## config.mk

```make
export PLATFORM = sky130hd
export DESIGN_NAME = ant_ctrl
export DESIGN_NICKNAME = d
export VERILOG_FILES = /design/src/sv/ant_pkg.sv /design/src/sv/ant_ctrl.sv
export SDC_FILE = /design/constraint.sdc
export NUM_CORES = 1
export LEC_CHECK = 0
export ABC_AREA = 1
export BUFFER_PORTS_ARGS = -buffer_cell sky130_fd_sc_hd__buf_2
export CAP_MARGIN = 20
export CELL_PAD_IN_SITES_DETAIL_PLACEMENT = 1
export CELL_PAD_IN_SITES_GLOBAL_PLACEMENT = 1
export CORE_AREA = 5 5 42 44
export CTS_CLUSTER_SIZE = 24
export DETAILED_ROUTE_END_ITERATION = 10
export DIE_AREA = 0 0 47 49
export PLACE_DENSITY = 0.8
export SLEW_MARGIN = 20
export SYNTH_ARGS = -nofsm -noshare
export SYNTH_HDL_FRONTEND = slang
export SYNTH_SLANG_ARGS = --single-unit
export TNS_END_PERCENT = 30
```

## constraint.sdc

```tcl
create_clock -name clk -period 1.95 [get_ports clk]
set_clock_uncertainty 0.05 [all_clocks]
set_input_delay 0.195 -clock clk [delete_from_list [all_inputs] [get_ports clk]]
set_output_delay 0.195 -clock clk [all_outputs]
set_load 0.01 [all_outputs]
```

## src/sv/ant_pkg.sv

```systemverilog
// shared types and constants for the aging neighbor table
`default_nettype none
package ant_pkg;
  localparam int unsigned ActionWidth = 2;
  localparam int unsigned StatusWidth = 3;
  localparam int unsigned CountWidth = 5;
  localparam int unsigned TdataInWidth = 264;
  localparam int unsigned TdataOutWidth = 24;
  localparam logic [31:0] TimeoutReset = 32'd5000;

  typedef enum logic [1:0] {
    ACT_UPDATE = 2'd0,
    ACT_MARK   = 2'd1,
    ACT_TICK   = 2'd2,
    ACT_NONE   = 2'd3
  } action_t;

  typedef enum logic [2:0] {
    ST_REFRESHED = 3'd0,
    ST_INSERTED  = 3'd1,
    ST_DROPPED   = 3'd2,
    ST_OWN       = 3'd3,
    ST_MARKED    = 3'd4,
    ST_NOT_FOUND = 3'd5,
    ST_TICK      = 3'd6
  } status_t;

  typedef enum logic [1:0] {
    REG_OWN_HIGH = 2'd0,
    REG_OWN_LOW  = 2'd1,
    REG_TIMEOUT  = 2'd2
  } reg_index_t;

  // controller to datapath
  typedef struct packed {
    logic load;     // capture the input transaction, clear scan pointers
    logic scan;     // read entry at the read pointer
    logic check;    // evaluate the entry read last cycle
    logic write;    // perform the update/insert write and commit the new valid count
    logic finish;   // load the result register
  } cmd_t;

  // datapath to controller
  typedef struct packed {
    logic scan_done;  // read pointer reached the valid count or the table depth
    logic hit;        // entry read last cycle matches (search actions)
    logic own;        // update carries the own id
    logic is_tick;
  } stat_t;
endpackage
`default_nettype wire

```

## src/sv/ant_ctrl.sv

```systemverilog
// sequencing state machine for search, compaction and result handoff
`default_nettype none
module ant_ctrl
  import ant_pkg::*;
(
  input  wire logic  clk,
  input  wire logic  rst,
  input  wire logic  in_fire,
  input  wire logic  out_fire,
  input  wire stat_t stat,
  output cmd_t       cmd,
  output logic       in_ready,
  output logic       out_valid
);
  typedef enum logic [5:0] {
    S_IDLE  = 6'b000001,
    S_SCAN  = 6'b000010,
    S_CHECK = 6'b000100,
    S_WRITE = 6'b001000,
    S_DONE  = 6'b010000,
    S_OUT   = 6'b100000
  } state_t;

  state_t state;
  state_t state_next;

  // next state and command decode
  always_comb begin
    state_next = state;
    cmd = '0;
    unique case (state)
      S_IDLE: begin
        if (in_fire) begin
          cmd.load = 1'b1;
          state_next = S_SCAN;
        end
      end
      S_SCAN: begin
        if (stat.scan_done) begin
          state_next = S_WRITE;
        end else begin
          cmd.scan = 1'b1;
          state_next = S_CHECK;
        end
      end
      S_CHECK: begin
        cmd.check = 1'b1;
        // first match ends a search; a tick walks the whole table
        state_next = (stat.hit && !stat.is_tick) ? S_WRITE : S_SCAN;
      end
      S_WRITE: begin
        cmd.write = 1'b1;
        state_next = S_DONE;
      end
      S_DONE: begin
        cmd.finish = 1'b1;
        state_next = S_OUT;
      end
      S_OUT: begin
        if (out_fire) state_next = S_IDLE;
      end
      default: state_next = S_IDLE;
    endcase
  end

  always_ff @(posedge clk) begin
    if (rst) state <= S_IDLE;
    else state <= state_next;
  end

  assign in_ready  = (state == S_IDLE);
  assign out_valid = (state == S_OUT);
endmodule
`default_nettype wire

```

After elaboration in Yosys (flattened, before gate mapping)
Cells that the tools add are included.
Cells by class
  reduce and logical (&&, ||, !) cells: 3
  eq/ne operators: 8
  muxes and demuxes: 12
Operators with widths (count)
  $pmux 6 s6: 1
  $mux 6: 2
  $mux 4: 2
  $mux 1: 7
  $eq 6x1->1 const B: 1
  $eq 6x2->1 const B: 1
  $eq 6x3->1 const B: 1
  $eq 6x4->1 const B: 1
  $eq 6x5->1 const B: 1
  $eq 6x6->1 const B: 1
  $ne 2x2->1 const B: 2
  $reduce_and 2->1: 1
  $logic_and 1x1->1: 1
  $logic_not 1->1: 1
Storage, ports and cells
  input bits: 8
  register bits after elaboration: 6
  logic and storage cells: 24
  output and inout port bits: 7

Longest topological paths before layout
  depth in word-level cells: 4
  gate-level depth with buffers: 7
  depth with buffers taken out: 7

Worst setup path after synthesis
OpenSTA, ideal clock, no wires.
  path type: reg-to-output
  from: register state[0]
  to: output cmd[4] (netlist name)
  data arrival time: 821 ps
  data required time: 1705 ps
  cell stages (with the launch flop): 5
  slack: 884 ps
  buffers on the path: 0
  cells stage by stage: dfxtp_1 -> inv_1 -> nor2_1 -> nand3_2 -> nor2_1
RTL lines
  from (decl): RTL line ant_ctrl.sv:24  | state_t state;
  from (signal assigned): RTL line ant_ctrl.sv:68  | else state <= state_next;
  to (decl): RTL line ant_ctrl.sv:11  | output cmd_t cmd,

==> results.toml <==
[worst_setup_path]
crit_chain = "inv_1 > nor2_1 > nand3_2 > nor2_1 > buf_2"
cp_data_arrival_time_ns = 1.24
critPathBufInv = 2
timing.rr.end = "state[0]"
crit_slowest_cell = "dfxtp_1"
r2r_cells = 6
critPathTopFamily = "flip-flops"
reg2reg_from = "state[2]"
crit_path_start_kind = "register"
critPathKind = "reg2out"
cpPeakStageDelay_ns = 0.40
cp.depth = 5
crit_top_cell = "nor2_1"
end_kind = "output port"
rrSetupSlack_ns = 0.74
crit_path_max_fanout = 4
crit_required_ns = 1.70

[grt]
grt_pass1_vias = 406
grt_overflow = 0
grt_usage_pct = 9.655
grt_start_max_net_pins = 8
antenna_found_initial = 0
grt_first_pass_wirelength_um = 1628

[timing]
hold_slack_ns = 0.1427
fin_crit_ns = 1.486
tns_ns = 0
tightest_slew_ns = 0.2598
min_period_over_period_pct = 76.18
maxSlewHeadroom_pct = 82.66
finalSetupViolCount = 0
slew_viol_final = 0
hold_viol = 0
max_clock_freq_ghz = 0.6731
rsz0062_at_grt = "false"

[outcome]
outcome = "complete, no violations"

[yosys]
yosys.cell_types.count = 14
ys_seq_elements = 6
yosysWarnings = 0
avgSynthCellArea_um2 = 6.752
yosysSeqAreaShare_pct = 30.67
syn_inst = 58
synth_area_um2 = 391.6
syn_nets = 66

[clocking]
cts_max_level = 1
cts.sinks = 6
cts_tree = "yes"
cts-hold-fix-buffers = 0
root_buffer = "clkbuf_4"
ctsResizeCount = 0
cts_setup_buffers = 0
cts.path.max_buffers = 2
numCtsBuffers = 3
clk_pin_slew_worst_paths_ns = 0.05
insertion_delay_ns = 0.25

[pwr]
peakVddDrop_v = 0.0004739
p_total_w = 0.0003871
p_leak_nw = 0.2739
power.density_nw_per_um2 = 775.3

[layout]
finalNetCount = 84
largest_reg_flops = 6
num-fill-cells = 207
multi_input_area_um2 = 219.0
regMostFlops = "state"
drive_above_1_share_pct = 32.43
post-route-util_pct = 35.63
finalInstanceArea_um2 = 499.2
ff_latch_area_um2 = 120.1
reg_top3 = "state (6)"
diodes = 0
syn2layout_area_growth_pct = 27.48

[floorplanning]
die_x_um = 47
num_rows = 14
dieArea_um2 = 2303
die_height_um = 49
ios = 15
floorplan.initialDensity_pct = 27.95
coreArea_um2 = 1401

[min_path]
hp-class = "in2reg"
whs_endpoint = "state[3]"
min_from = "rst"
min_path_cells = 2

[route]
routedWlPerCell_um = 11.20
drt-initial-drc-count = 0
wirelength_um = 1008
via_count = 418
final_antenna_net_count = 0
drc = 0
firstDrtPassIters = 1
routed_via_density = 4.644

[place]
io_buffers = 13
placed_cell_area_um2 = 476.7
dp_hpwl_um = 818.9
gp_congestion = 0.7988

[job]
cap_violations = 0
==> cells in the mapped netlist <==
cell     number  area share (%)
a21oi_1       3             3.8
dfxtp_1       6              31
o21ai_1       1             1.3
nand3_2       3             7.7
nand2_1       6             5.8
nor3_1        1             1.3
o21ai_0       1             1.3
nor2_4        3             8.6
nand3_1       2             2.6
nor3_4        1             4.2
inv_1        14              13
nand4_1       4             6.4
nand2_2       1             1.6
nor2_1       12              12
==> placed cells by master (no fill, tap or decap) <==
cell      instances
nor2_4            3
nand2_2           1
nand2_1           6
dfxtp_1           6
inv_1            14
o21ai_0           1
buf_2            13
nor3_1            1
nand3_1           2
nor2_1           12
a21oi_1           3
o21ai_1           1
nor3_4            1
nand3_2           3
nand4_1           4
clkbuf_4          3
==> per-layer routing <==
| metal | global-route usage (%) | vias up | part of all wire, % |
|---|---|---|---|
| met2 | 13.57 | 16 | 45 |
| met3 | 2.214 | 3 | 7.9 |
| met5 | 0 | - | 0 |
| met4 | 4.147 | 0 | 1.9 |
| li1 | - | 216 | - |
| met1 | 13.66 | 183 | 45 |
==> power by group <==
group	internal (W)	total [W]	switching [W]
logic	0.0000434	0.000122	0.0000783
registers	0.000134	0.000148	0.0000139
clock network	0.0000698	0.000118	0.0000478
==> layout make-up <==
cell class,instances,share of cell area [%]
multi-input combinational,38,43.86
sequential,6,24.06
timing repair buffer,13,13.03
inverter,14,10.53
clock buffer,3,4.511
tap,16,4.010
==> how the worst max path moves through the flow <==
| stage | start | endpoint | slack (ns) |
|---|---|---|---|
| after floorplan | state[0] | cmd[4] | 0.88 |
| after global placement | state[2] | state[0] | 0.78 |
| after detailed placement | state[4] | cmd[4] | 0.74 |
| after CTS | state[4] | cmd[4] | 0.47 |
| after global routing | state[0] | cmd[4] | 0.35 |
| final | state[0] | cmd[4] | 0.46 |
==> metrics by stage <==
| step | setup WS [ns] | std cells |
|---|---|---|
| after floorplan | 0.8836 | 58 |
| after global placement | 0.7774 | 87 |
| after detailed placement | 0.7417 | 87 |
| after CTS | 0.4678 | 90 |
| after global routing | 0.3531 | 90 |
| final | 0.4644 | 90 |
==> logic make-up after synthesis <==
| family | Yosys count | share of synthesized area [%] |
|---|---|---|
| and+or+nand+nor | 33 | 49.52 |
| DFF | 6 | 30.67 |
| AOI/OAI and AO/OA | 5 | 6.386 |
| buffers and inverters | 14 | 13.42 |
Power figures use the tool's default switching activity.
